--- config.mk ---
export PLATFORM = sky130hd
export DESIGN_NAME = binary_gcd_core
export DESIGN_NICKNAME = d
export VERILOG_FILES = /design/src/hw/rtl/bgcd_pkg.sv /design/src/hw/rtl/bgcd_dpath.sv /design/src/hw/rtl/bgcd_ctrl.sv /design/src/hw/rtl/binary_gcd_core.sv
export SDC_FILE = /design/constraint.sdc
export NUM_CORES = 1
export LEC_CHECK = 0
export BUFFER_PORTS_ARGS = -buffer_cell sky130_fd_sc_hd__buf_2
export CORE_UTILIZATION = 27
export CTS_BUF_LIST = sky130_fd_sc_hd__clkbuf_4 sky130_fd_sc_hd__clkbuf_8 sky130_fd_sc_hd__clkbuf_16
export CTS_CLUSTER_DIAMETER = 200
export DETAILED_ROUTE_END_ITERATION = 16
export PLACE_DENSITY_LB_ADDON = 0.15
export SYNTH_ARGS = -nofsm -noshare
export SYNTH_HDL_FRONTEND = slang
export SYNTH_SLANG_ARGS = --single-unit
--- constraint.sdc ---
create_clock -name i_clk -period 6.2 [get_ports i_clk]
set_input_delay 0.31 -clock i_clk [delete_from_list [all_inputs] [get_ports i_clk]]
set_output_delay 0.31 -clock i_clk [all_outputs]
set_load 0.03 [all_outputs]
--- src/hw/rtl/bgcd_pkg.sv ---
// ============================================================================
// bgcd_pkg: shared definitions for the binary GCD core
// Holds default sizes, controller state codes and the command and status
// structs that pass between the controller and the datapath.
// ============================================================================
package bgcd_pkg;

    // Default operand width in bits.
    localparam int DEF_WIDTH = 32;

    // Controller state codes.
    localparam logic [1:0] ST_IDLE = 2'd0;
    localparam logic [1:0] ST_RUN  = 2'd1;
    localparam logic [1:0] ST_FIN  = 2'd2;

    // Commands from the controller to the datapath.
    typedef struct packed {
        logic load;   // capture a new operand pair
        logic step;   // perform one reduction step
        logic emit;   // write the final result to the output register
    } t_cmd;

    // Status from the datapath to the controller.
    typedef struct packed {
        logic done;   // the smaller operand has reached zero
    } t_sts;

endpackage

--- src/hw/rtl/bgcd_dpath.sv ---
// ============================================================================
// bgcd_dpath: binary GCD datapath
// Holds the two working operands and the count of common factors of two,
// performs one Stein reduction step per command, and forms the final result.
// ============================================================================
module bgcd_dpath #(
    parameter int WIDTH = bgcd_pkg::DEF_WIDTH,
    parameter int TW    = $clog2(WIDTH)
) (
    input  logic              i_clk,
    input  bgcd_pkg::t_cmd    i_cmd,
    input  logic [WIDTH-1:0]  i_operand_a,
    input  logic [WIDTH-1:0]  i_operand_b,
    output bgcd_pkg::t_sts    o_sts,
    output logic [WIDTH-1:0]  o_gcd_value
);

    logic [WIDTH-1:0] r_x, n_x;
    logic [WIDTH-1:0] r_y, n_y;
    logic [TW-1:0]    r_twos, n_twos;
    logic [WIDTH-1:0] r_gcd;

    logic [WIDTH:0]   diff;
    logic             x_lt_y;
    logic [WIDTH-1:0] hi, lo, absd;

    // Order the operands by one subtraction; its borrow is the compare.
    always_comb begin
        diff   = {1'b0, r_x} - {1'b0, r_y};
        x_lt_y = diff[WIDTH];
        hi     = x_lt_y ? r_y : r_x;
        lo     = x_lt_y ? r_x : r_y;
        absd   = x_lt_y ? (r_y - r_x) : diff[WIDTH-1:0];
    end

    // The pair is finished once either operand is zero.
    assign o_sts.done = (r_x == '0) || (r_y == '0);

    // Next-state of the working registers.
    always_comb begin
        n_x    = r_x;
        n_y    = r_y;
        n_twos = r_twos;
        if (i_cmd.load) begin
            n_x    = i_operand_a;
            n_y    = i_operand_b;
            n_twos = '0;
        end else if (i_cmd.step) begin
            case ({hi[0], lo[0]})
                2'b00: begin
                    n_x    = hi >> 1;
                    n_y    = lo >> 1;
                    n_twos = r_twos + TW'(1);
                end
                2'b01: begin
                    n_x = hi >> 1;
                    n_y = lo;
                end
                2'b10: begin
                    n_x = hi;
                    n_y = lo >> 1;
                end
                default: begin
                    n_x = absd >> 1;
                    n_y = lo;
                end
            endcase
        end
    end

    // Working registers and result register; payload only, no reset.
    always_ff @(posedge i_clk) begin
        r_x    <= n_x;
        r_y    <= n_y;
        r_twos <= n_twos;
        if (i_cmd.emit) begin
            // One operand is zero here, so the OR is the larger one.
            r_gcd <= (r_x | r_y) << r_twos;
        end
    end

    assign o_gcd_value = r_gcd;

endmodule

--- src/hw/rtl/bgcd_ctrl.sv ---
// ============================================================================
// bgcd_ctrl: binary GCD controller
// Sequences load, reduction steps and result write, and owns the handshake
// flags of both stream sides.
// ============================================================================
module bgcd_ctrl (
    input  logic           i_clk,
    input  logic           i_rst_n,
    input  logic           i_in_valid,
    output logic           o_in_ready,
    output logic           o_out_valid,
    input  logic           i_out_ready,
    input  bgcd_pkg::t_sts i_sts,
    output bgcd_pkg::t_cmd o_cmd
);

    logic [1:0] r_state, n_state;
    logic       r_out_valid, n_out_valid;
    logic       slot_free;

    // The output register can take a result when empty or being drained.
    assign slot_free = !r_out_valid || i_out_ready;

    // Command decode and next state.
    always_comb begin
        n_state    = r_state;
        o_cmd      = '0;
        o_in_ready = 1'b0;
        unique case (r_state)
            bgcd_pkg::ST_IDLE: begin
                o_in_ready = 1'b1;
                if (i_in_valid) begin
                    o_cmd.load = 1'b1;
                    n_state    = bgcd_pkg::ST_RUN;
                end
            end
            bgcd_pkg::ST_RUN: begin
                if (i_sts.done) begin
                    n_state = bgcd_pkg::ST_FIN;
                end else begin
                    o_cmd.step = 1'b1;
                end
            end
            bgcd_pkg::ST_FIN: begin
                if (slot_free) begin
                    o_cmd.emit = 1'b1;
                    n_state    = bgcd_pkg::ST_IDLE;
                end
            end
            default: begin
                n_state = bgcd_pkg::ST_IDLE;
            end
        endcase
    end

    // Output valid flag: set by a result write, cleared by a transfer.
    always_comb begin
        n_out_valid = r_out_valid;
        if (o_cmd.emit) begin
            n_out_valid = 1'b1;
        end else if (i_out_ready) begin
            n_out_valid = 1'b0;
        end
    end

    always_ff @(posedge i_clk) begin
        if (!i_rst_n) begin
            r_state     <= bgcd_pkg::ST_IDLE;
            r_out_valid <= 1'b0;
        end else begin
            r_state     <= n_state;
            r_out_valid <= n_out_valid;
        end
    end

    assign o_out_valid = r_out_valid;

endmodule

--- src/hw/rtl/binary_gcd_core.sv ---
// ============================================================================
// binary_gcd_core: greatest common divisor by the binary (Stein) method
// Sequence: the transfer loads the pair, reduction steps run in RUN until an
// operand is zero, then FIN writes the result once the output slot is free.
// Throughput: one pair at a time; a new pair is taken while a result
// waits downstream.
// Reset: synchronous, active low; clears the controller and output valid.
// ============================================================================
module binary_gcd_core #(
    parameter int WIDTH = bgcd_pkg::DEF_WIDTH
) (
    input  logic                                 i_clk,
    input  logic                                 i_rst_n,
    input  logic                                 s_axis_tvalid,
    output logic                                 s_axis_tready,
    // Fields from bit 0 up: operand_a, operand_b, zero fill.
    input  logic [((2*WIDTH+7)/8)*8-1:0]         s_axis_tdata,
    output logic                                 m_axis_tvalid,
    input  logic                                 m_axis_tready,
    // Fields from bit 0 up: gcd_value, zero fill.
    output logic [((WIDTH+7)/8)*8-1:0]           m_axis_tdata
);

    localparam int TW    = $clog2(WIDTH);
    localparam int OUT_W = ((WIDTH + 7) / 8) * 8;

    bgcd_pkg::t_cmd   cmd;
    bgcd_pkg::t_sts   sts;
    logic [WIDTH-1:0] gcd_value;

    // Sequencer.
    bgcd_ctrl u_ctrl (
        .i_clk       (i_clk),
        .i_rst_n     (i_rst_n),
        .i_in_valid  (s_axis_tvalid),
        .o_in_ready  (s_axis_tready),
        .o_out_valid (m_axis_tvalid),
        .i_out_ready (m_axis_tready),
        .i_sts       (sts),
        .o_cmd       (cmd)
    );

    // Operand registers and step logic.
    bgcd_dpath #(
        .WIDTH (WIDTH),
        .TW    (TW)
    ) u_dpath (
        .i_clk       (i_clk),
        .i_cmd       (cmd),
        .i_operand_a (s_axis_tdata[WIDTH-1:0]),
        .i_operand_b (s_axis_tdata[2*WIDTH-1:WIDTH]),
        .o_sts       (sts),
        .o_gcd_value (gcd_value)
    );

    assign m_axis_tdata = OUT_W'(gcd_value);

    // A load starts the work; the next cycle cannot load again.
    a_no_double_load: assert property (@(posedge i_clk) disable iff (!i_rst_n)
        cmd.load |=> !cmd.load)
        else $error("second load directly after a load");

    // A result write only follows a finished reduction.
    a_emit_after_done: assert property (@(posedge i_clk) disable iff (!i_rst_n)
        cmd.emit |-> sts.done)
        else $error("result written before reduction finished");

    // No reduction step once an operand is zero.
    a_no_step_when_done: assert property (@(posedge i_clk) disable iff (!i_rst_n)
        cmd.step |-> !sts.done)
        else $error("reduction step taken after completion");

    // Output valid rises only through a result write.
    a_valid_from_emit: assert property (@(posedge i_clk) disable iff (!i_rst_n)
        $rose(m_axis_tvalid) |-> $past(cmd.emit))
        else $error("output valid raised without a result write");

endmodule

==> results.sh, run 1 <==
export IMPL_outcome="finished, final reports clean"
export IMPL_synth_area_mm2=0.0111
export IMPL_numCtsBuffers=9
export IMPL_grt_first_pass_wirelength_um=64300
export IMPL_cts_setup_buffers=0
export IMPL_drcViolationCount=0
export IMPL_num_io_pins=102
export IMPL_m1WireLength_um=21100
export IMPL_cp_slowest_cell="a31oi_4"
export IMPL_hold_class="primary input to register"
export IMPL_fmax_mhz=205
export IMPL_synth_cells=1359
export IMPL_critPathLaunchType="register"
export IMPL_tightest_slew_ps=1120
export IMPL_clk_latency_ps=390
export IMPL_vias_per_cell=5.46
export IMPL_final_nets=1554
export IMPL_min_period_over_period=0.786
export IMPL_relSlewSlack=0.251
export IMPL_die_area_mm2=0.0418
export IMPL_top_layer="met4"
export IMPL_drt_iter0_drc=845
export IMPL_grt_max_degree=78
export IMPL_synth_seq_area_share=0.275
export IMPL_routed_wl_um=42600
export IMPL_synth_seq_cells=104
export IMPL_wl_per_cell_um=22.2
export IMPL_cp_end_kind="register"
export IMPL_cts_clk_slew_worst_paths_ps=90
export IMPL_wl_met2_um=19100
export IMPL_ys_warn_count=0
export IMPL_cp_data_required_time_ps=6300
export IMPL_slowest_delay_ps=860
export IMPL_rsz0062_at_grt="false"
export IMPL_dr_pass1_iters=6
export IMPL_cts_hold_buf=0
export IMPL_antenna_found_initial=2
export IMPL_path_max_fanout=71
export IMPL_async_reset_ff_frac=0
export IMPL_clock_sinks=104
export IMPL_h_tree_depth=3
export IMPL_setup_viol=0
export IMPL_syn_area_per_cell_um2=8.15
export IMPL_gp_congestion=0.893
export IMPL_syn_to_final_growth_pct=10.7
export IMPL_wl_met3_um=1620
export IMPL_dieWidth_um=205
export IMPL_period_needed_ps=4870
export IMPL_synth_nets=1522
export IMPL_grt_pass1_vias=10120
export IMPL_crit_type="register to register"
export IMPL_synth_edf_count=96
export IMPL_place_detailed_hpwl_um=32600
export IMPL_io_buffers=101
export IMPL_grt_usage=0.206
export IMPL_overflow=0
export IMPL_path_cells="inv_1 > ha_1 > nor2_2 > a211o_1 > a21oi_2 > o22ai_1 > a2111o_1 > a31oi_4 > buf_12 > o211ai_1 > and3_1 > o21ai_0 > a31oi_1"
export IMPL_worstPathArrival_ps=4970
export IMPL_rows=73
export IMPL_drive_above_1_share=0.138
export IMPL_clockBufferDepth=2
export IMPL_max_cap_violations=0
export IMPL_synth_top_flop_cell="edfxtp_1"
export IMPL_core_area_mm2=0.0401
export IMPL_tns_ps=0
export IMPL_skew_ps=25.7
export IMPL_hold_viol=0
export IMPL_synth_cell_types=71
export IMPL_cts_resized=0
export IMPL_insertedDiodeCount=0
export IMPL_final_cell_mix="a21oi_1, nor2_1, nand2_1, buf_2, edfxtp_1"
export IMPL_root_buffer="clkbuf_16"
export IMPL_floorplan_initialDensity=0.276
export IMPL_slew_violations=0
export IMPL_ant_nets=0
export IMPL_final_common_cell="a21oi_1"
export IMPL_cts_tree="done"
export IMPL_dieHeight_um=205
export IMPL_vias=10487
critical path, delay by kind of cell, from the launching register on:
kind	cells	cell delay (ps)
AO/OA/AOI/OAI	8	2640
flip-flops	1	530
buffers and inverters	2	530
adder cells (fa/ha/maj)	1	490
AND/OR/NAND/NOR	2	340
cell families after synthesis:
kind of cell,count (synthesis),synth area share
AOI/OAI and AO/OA,437,0.250
and+or+nand+nor,412,0.167
xor gates and xnor gates,22,0.0174
muxes,95,0.111
buffers and inverters,194,0.0715
adders and majority gates,95,0.109
DFF,104,0.275
flip-flops by register name, indices dropped and copies added, names as in the netlist:
name and count:
u_ctrl.r_state 2, u_dpath.r_twos 5, u_ctrl.o_out_valid 1, u_dpath.r_y 32, u_dpath.o_gcd_value 32, u_dpath.r_x 32
stage by stage:
stage	utilization	hold WS (ps)	std cells	setup slack, ps	area [um2]
after detailed placement	0.299	530	1905	1440	12000
after CTS	0.306	141	1920	1410	12300
after floorplan	-	432	1359	2480	11100
final	0.306	159	1920	1330	12300
after global placement	0.299	535	1905	1390	12000
after global routing	0.306	147	1920	1020	12300
path summary, 6_finish.rpt:
kind,start,end,slack [ps],cells after the start
worst max-delay path,u_dpath.r_x[26],u_dpath.r_x[24],1330,13
worst min-delay path,i_rst_n,u_ctrl.r_state[0],160,2
worst min register to register,u_ctrl.o_out_valid,u_ctrl.o_out_valid,530,2
worst max register to register,u_dpath.r_x[26],u_dpath.r_x[24],1330,13
Yosys cell counts, types with 4 or more instances:
library cell / number / area (um2)
inv_1: 95 / 357
ha_1: 93 / 1160
mux2i_1: 49 / 490
a2bb2oi_1: 15 / 131
nor2_1: 164 / 616
a31oi_1: 27 / 169
nand4_1: 8 / 50.1
clkbuf_1: 63 / 236
dfxtp_1: 8 / 160
a21o_1: 7 / 52.6
buf_1: 10 / 37.5
o31ai_1: 18 / 135
xnor2_1: 21 / 184
and2_1: 6 / 37.5
or4_1: 4 / 30.0
o22ai_1: 15 / 93.8
o21bai_1: 14 / 105
nand3_1: 24 / 120
buf_4: 5 / 37.5
edfxtp_1: 96 / 2880
o21ai_0: 48 / 240
buf_2: 15 / 75.1
mux4_2: 18 / 405
o211ai_1: 9 / 67.6
nor4_1: 25 / 156
nor3_1: 26 / 130
nor2b_1: 18 / 113
mux2_2: 25 / 282
nand2b_1: 14 / 87.6
and3_1: 8 / 50.1
a221oi_1: 22 / 193
a211oi_1: 45 / 338
a21oi_1: 181 / 906
nand2_1: 106 / 398
a22o_1: 4 / 35.0
layout make-up:
cell class	count	area, um2
fill	4337	27800
multi-input combinational	1061	7260
sequential	104	3040
tap	525	657
timing repair buffer	117	638
inverter	98	368
clock buffer	9	225
clock inverter	6	67.6
routing by layer:
layer / GRT usage / vias up
li1: - / 5040
met1: 0.294 / 5117
met2: 0.323 / 294
met3: 0.0242 / 36
met4: 0.0584 / 0
met5: 0 / -
Power of run 1 is left out: the tool's default activity adds up to more than one toggle a clock period on the data nets, which glitch-free logic cannot reach.
==> inputs of run 2 (changes only) <==
clock period = 4.42 ns   (was 6.2 ns; I/O delays follow)
==> run 2 against run 1 <==
Net effect:
- via count up 2.2%
- clock skew down 0.61 ps
- core utilization up 1.1 points
- final area up 3.5%
- worst setup slack worse by 1000 ps
- critical path depth unchanged
- global-route usage up 1.1 points
- non-clock buffer count up 40
- first-iteration DRC count up 16%
- hold slack worse by 87 ps
- count of clock-buffer cells in the layout up 1
- critical path type unchanged
==> results.sh, run 2 (synthesized netlist as in run 1, its figures left out) <==
export IMPL_outcome="finished, final reports clean"
export IMPL_final_nets=1594
export IMPL_die_area_mm2=0.0418
export IMPL_period_needed_ps=4130
export IMPL_min_period_over_period=0.935
export IMPL_tns_ps=0
export IMPL_relSlewSlack=0.351
export IMPL_dp_cells=1945
export IMPL_syn_to_final_growth_pct=14.6
export IMPL_fmax_mhz=242
export IMPL_grt_pass1_vias=10331
export IMPL_rows=73
export IMPL_place_detailed_hpwl_um=34900
export IMPL_crit_type="register to register"
export IMPL_final_cells=1961
export IMPL_worstHoldStart="i_rst_n"
export IMPL_grt_max_degree=77
export IMPL_clock_sinks=104
export IMPL_crit_buf_inv=2
export IMPL_cts_resized=0
export IMPL_post_dp_cell_area_mm2=0.0123
export IMPL_ant_nets=0
export IMPL_dr_pass1_iters=5
export IMPL_insertedDiodeCount=0
export IMPL_vias_per_cell=5.46
export IMPL_slowest_delay_ps=540
export IMPL_root_buffer="clkbuf_16"
export IMPL_path_cells="inv_1 > ha_1 > nor2_1 > nand2_1 > o211ai_1 > a31oi_1 > o21ai_0 > a31oi_1 > buf_4 > o211ai_1 > a21oi_1 > o21ai_0 > a31oi_1"
export IMPL_startpoint="u_dpath.r_y[5]"
export IMPL_final_common_cell="a21oi_1"
export IMPL_critPathLaunchType="register"
export IMPL_dieHeight_um=205
export IMPL_cp_data_required_time_ps=4510
export IMPL_drive_above_1_share=0.164
export IMPL_cts_tree="done"
export IMPL_slew_violations=0
export IMPL_vias=10716
export IMPL_antenna_found_initial=0
export IMPL_hold_class="primary input to register"
export IMPL_hold_viol=0
export IMPL_path_max_fanout=5
export IMPL_grt_usage=0.216
export IMPL_drt_iter0_drc=981
export IMPL_overflow=0
export IMPL_cp_end_kind="register"
export IMPL_grt_first_pass_wirelength_um=66900
export IMPL_skew_ps=25.1
export IMPL_worstPathArrival_ps=4220
export IMPL_final_cell_mix="a21oi_1, nor2_1, nand2_1, buf_2, edfxtp_1"
export IMPL_clk_latency_ps=400
export IMPL_routed_wl_um=44800
export IMPL_drcViolationCount=0
export IMPL_wl_per_cell_um=22.8
export IMPL_dieWidth_um=205
export IMPL_rsz0062_at_grt="false"
export IMPL_cpMostUsedCell="a31oi_1"
export IMPL_tightest_slew_ps=971
export IMPL_setup_viol=0
export IMPL_cts_setup_buffers=0
export IMPL_floorplan_initialDensity=0.276
export IMPL_cts_hold_buf=0
export IMPL_num_io_pins=102
export IMPL_fill_cells=4314
export IMPL_clockBufferDepth=2
export IMPL_final_area_mm2=0.0127
export IMPL_gp_congestion=0.906
export IMPL_io_buffers=101
export IMPL_numCtsBuffers=9
export IMPL_cts_clk_slew_worst_paths_ps=80
export IMPL_core_area_mm2=0.0401
export IMPL_h_tree_depth=3
export IMPL_cp_top_family="compound AO/OA/AOI/OAI gates"
export IMPL_cp_slowest_cell="o21ai_0"
export IMPL_max_cap_violations=0
export IMPL_rr_startpoint="u_dpath.r_y[5]"
-- run 2: per-layer routing --
layer  global-route usage  wire length [um]
met5                    0                 0
met4               0.0746              1260
met3               0.0318              2270
met2                0.334             19800
met1                0.305             21400
-- run 2: path summary, 6_finish.rpt --
| kind | endpoint | slack (ps) | cells past startpoint |
|---|---|---|---|
| hold reg to reg | u_ctrl.o_out_valid | 540 | 2 |
| setup reg to reg | u_dpath.r_x[24] | 290 | 13 |
| hold / removal | u_ctrl.r_state[0] | 70 | 2 |
| setup / recovery | u_dpath.r_x[24] | 290 | 13 |
-- run 2: through the flow --
stage | util | hold slack [ps] | worst slack [ps]
after global placement | 0.307 | 460 | 270
final | 0.316 | 71.2 | 287
after global routing | 0.316 | 72.6 | 20.1
after floorplan | - | 343 | 703
after CTS | 0.316 | 48.9 | 226
after detailed placement | 0.307 | 466 | 247
-- run 2: final cells by class --
class | count | area, um2 | area share
Sequential cell | 104 | 3040 | 0.240
Inverter | 98 | 368 | 0.0290
Tap cell | 525 | 657 | 0.0518
Multi-Input combinational cell | 1061 | 7270 | 0.573
Clock inverter | 6 | 138 | 0.0108
Timing Repair Buffer | 157 | 976 | 0.0769
Clock buffer | 10 | 233 | 0.0183
Power of run 2 is left out for the same reason.
==> inputs of run 3 (changes only) <==
RECOVER_POWER = 25   (was default)
==> run 3 against run 2 <==
Net effect:
- core utilization decreased by 0.11 points
- the run now ends with max-capacitance violations, max-slew violations left
- worst setup slack got worse by 19 ps
- non-clock buffer count unchanged
- hold slack about the same
- register-to-register slack got worse by 20 ps
- highest routed layer unchanged
- final area decreased by 0.36%
==> results.sh, run 3 (synthesized netlist as in run 1, its figures left out) <==
export IMPL_num_io_pins=102
export IMPL_period_needed_ps=4150
export IMPL_die_area_mm2=0.0418
export IMPL_h_tree_depth=3
export IMPL_violations="max-capacitance violations, max-slew violations"
export IMPL_rsz0062_at_grt="false"
export IMPL_rows=73
export IMPL_clk_latency_ps=400
export IMPL_core_area_mm2=0.0401
export IMPL_fill_cells=4329
export IMPL_overflow=0
export IMPL_grt_first_pass_wirelength_um=66900
export IMPL_grt_max_degree=77
export IMPL_final_nets=1594
export IMPL_ff2ff_setup_slack_ps=270
export IMPL_critPathLaunchType="register"
export IMPL_drt_iter0_drc=938
export IMPL_numCtsBuffers=9
export IMPL_r2r_end="u_dpath.r_x[20]"
export IMPL_min_period_over_period=0.939
export IMPL_routed_wl_um=44900
export IMPL_clockBufferDepth=2
export IMPL_drcViolationCount=0
export IMPL_startpoint="u_dpath.r_y[5]"
export IMPL_skew_ps=25.0
export IMPL_slowest_delay_ps=540
export IMPL_cp_end_kind="register"
export IMPL_hold_class="primary input to register"
export IMPL_endpoint="u_dpath.r_x[20]"
export IMPL_fin_util=0.315
export IMPL_cp_data_required_time_ps=4530
export IMPL_insertedDiodeCount=0
export IMPL_wl_per_cell_um=22.9
export IMPL_dieHeight_um=205
export IMPL_rr_startpoint="u_dpath.r_y[5]"
export IMPL_drive_above_1_share=0.141
export IMPL_floorplan_initialDensity=0.276
export IMPL_grt_usage=0.216
export IMPL_tightest_slew_ps=1690
export IMPL_hold_viol=0
export IMPL_vias=10718
export IMPL_path_max_fanout=5
export IMPL_antenna_found_initial=0
export IMPL_tns_ps=0
export IMPL_final_cell_mix="a21oi_1, nor2_1, nand2_1, edfxtp_1, inv_1"
export IMPL_relSlewSlack=-0.125
export IMPL_r2r_cells=12
export IMPL_grt_pass1_vias=10331
export IMPL_root_buffer="clkbuf_16"
export IMPL_dr_pass1_iters=5
export IMPL_worstPathArrival_ps=4260
export IMPL_syn_to_final_growth_pct=14.2
export IMPL_dieWidth_um=205
export IMPL_setup_viol=0
export IMPL_max_cap_violations=1
export IMPL_path_cells="inv_1 > ha_1 > nor2_1 > nand2_1 > o211ai_1 > a31oi_1 > o21ai_0 > a31oi_1 > mux2i_1 > xnor2_1 > a221oi_1 > o21ai_0"
export IMPL_cts_tree="done"
export IMPL_cts_clk_slew_worst_paths_ps=90
export IMPL_slew_violations=33
export IMPL_vias_per_cell=5.47
export IMPL_outcome="finished, violations left"
export IMPL_ant_nets=0
export IMPL_hold_depth=2
export IMPL_final_common_cell="a21oi_1"
export IMPL_io_buffers=101
export IMPL_gp_congestion=0.906
export IMPL_crit_type="register to register"
export IMPL_clock_sinks=104
export IMPL_cp_slowest_cell="o21ai_0"
export IMPL_fmax_mhz=241
export IMPL_place_detailed_hpwl_um=34900
==> run 3: cell count changes in the layout (fill, tap and decap cells not counted) <==
| cell | before | now |
|---|---|---|
| buf_2 | 101 | 68 |
| clkbuf_1 | 0 | 34 |
| buf_4 | 52 | 51 |
==> run 3: worst min-delay path by stage <==
| stage | startpoint | slack (ps) | end |
|---|---|---|---|
| 6_report | i_rst_n | 70 | u_ctrl.r_state[0] |
| 5_1_grt | i_rst_n | 70 | u_ctrl.r_state[1] |
| 4_1_cts | i_rst_n | 50 | u_ctrl.r_state[0] |
| 3_5_place_dp | i_rst_n | 470 | u_ctrl.r_state[0] |
| 3_3_place_gp | i_rst_n | 460 | u_ctrl.r_state[0] |
| 2_1_floorplan | i_rst_n | 340 | u_ctrl.r_state[0] |
==> run 3: per-layer routing <==
| metal | track usage | share of wire | wire (um) | vias up |
|---|---|---|---|---|
| li1 | - | - | - | 5126 |
| met1 | 0.305 | 0.48 | 21400 | 5156 |
| met2 | 0.334 | 0.44 | 19800 | 383 |
| met3 | 0.0318 | 0.054 | 2410 | 53 |
| met4 | 0.0746 | 0.028 | 1260 | 0 |
| met5 | 0 | 0 | 0 | - |
==> run 3: timing repair <==
| item | in CTS | in global routing |
|---|---|---|
| buffers inserted | 0 | 0 |
| gates resized for setup | 0 | 2 |
| endpoints found under the setup margin | 0 | 6 |
| hold buffers | 0 | 0 |
==> run 3: metrics by stage <==
| step | hold slack, ps | cells | cell area, um2 | setup slack, ps |
|---|---|---|---|---|
| after detailed placement | 466 | 1945 | 12300 | 247 |
| final | 70.9 | 1961 | 12600 | 268 |
| after global routing | 72.6 | 1961 | 12600 | 20.1 |
| after global placement | 460 | 1945 | 12300 | 270 |
| after floorplan | 343 | 1359 | 11100 | 703 |
| after CTS | 48.9 | 1961 | 12700 | 226 |
==> run 3: cell type report <==
type                            count  area, um2  share of cell area
Multi-Input combinational cell   1061       7270               0.575
Tap cell                          525        657              0.0519
Clock inverter                      6        138              0.0109
Clock buffer                       10        233              0.0184
Inverter                           98        368              0.0291
Timing Repair Buffer              157        931              0.0736
Sequential cell                   104       3040               0.241
==> run 3: worst max-delay path: cells and delay by family, from the launching register on <==
family / cells / cell delay, ps
AO/OA/AOI/OAI: 6 / 1840
XOR/XNOR: 1 / 160
adder cells (fa/ha/maj): 1 / 400
buffers and inverters: 1 / 170
flip-flops: 1 / 520
multiplexers: 1 / 360
AND/OR/NAND/NOR: 2 / 430
Power of run 3 is left out for the same reason.
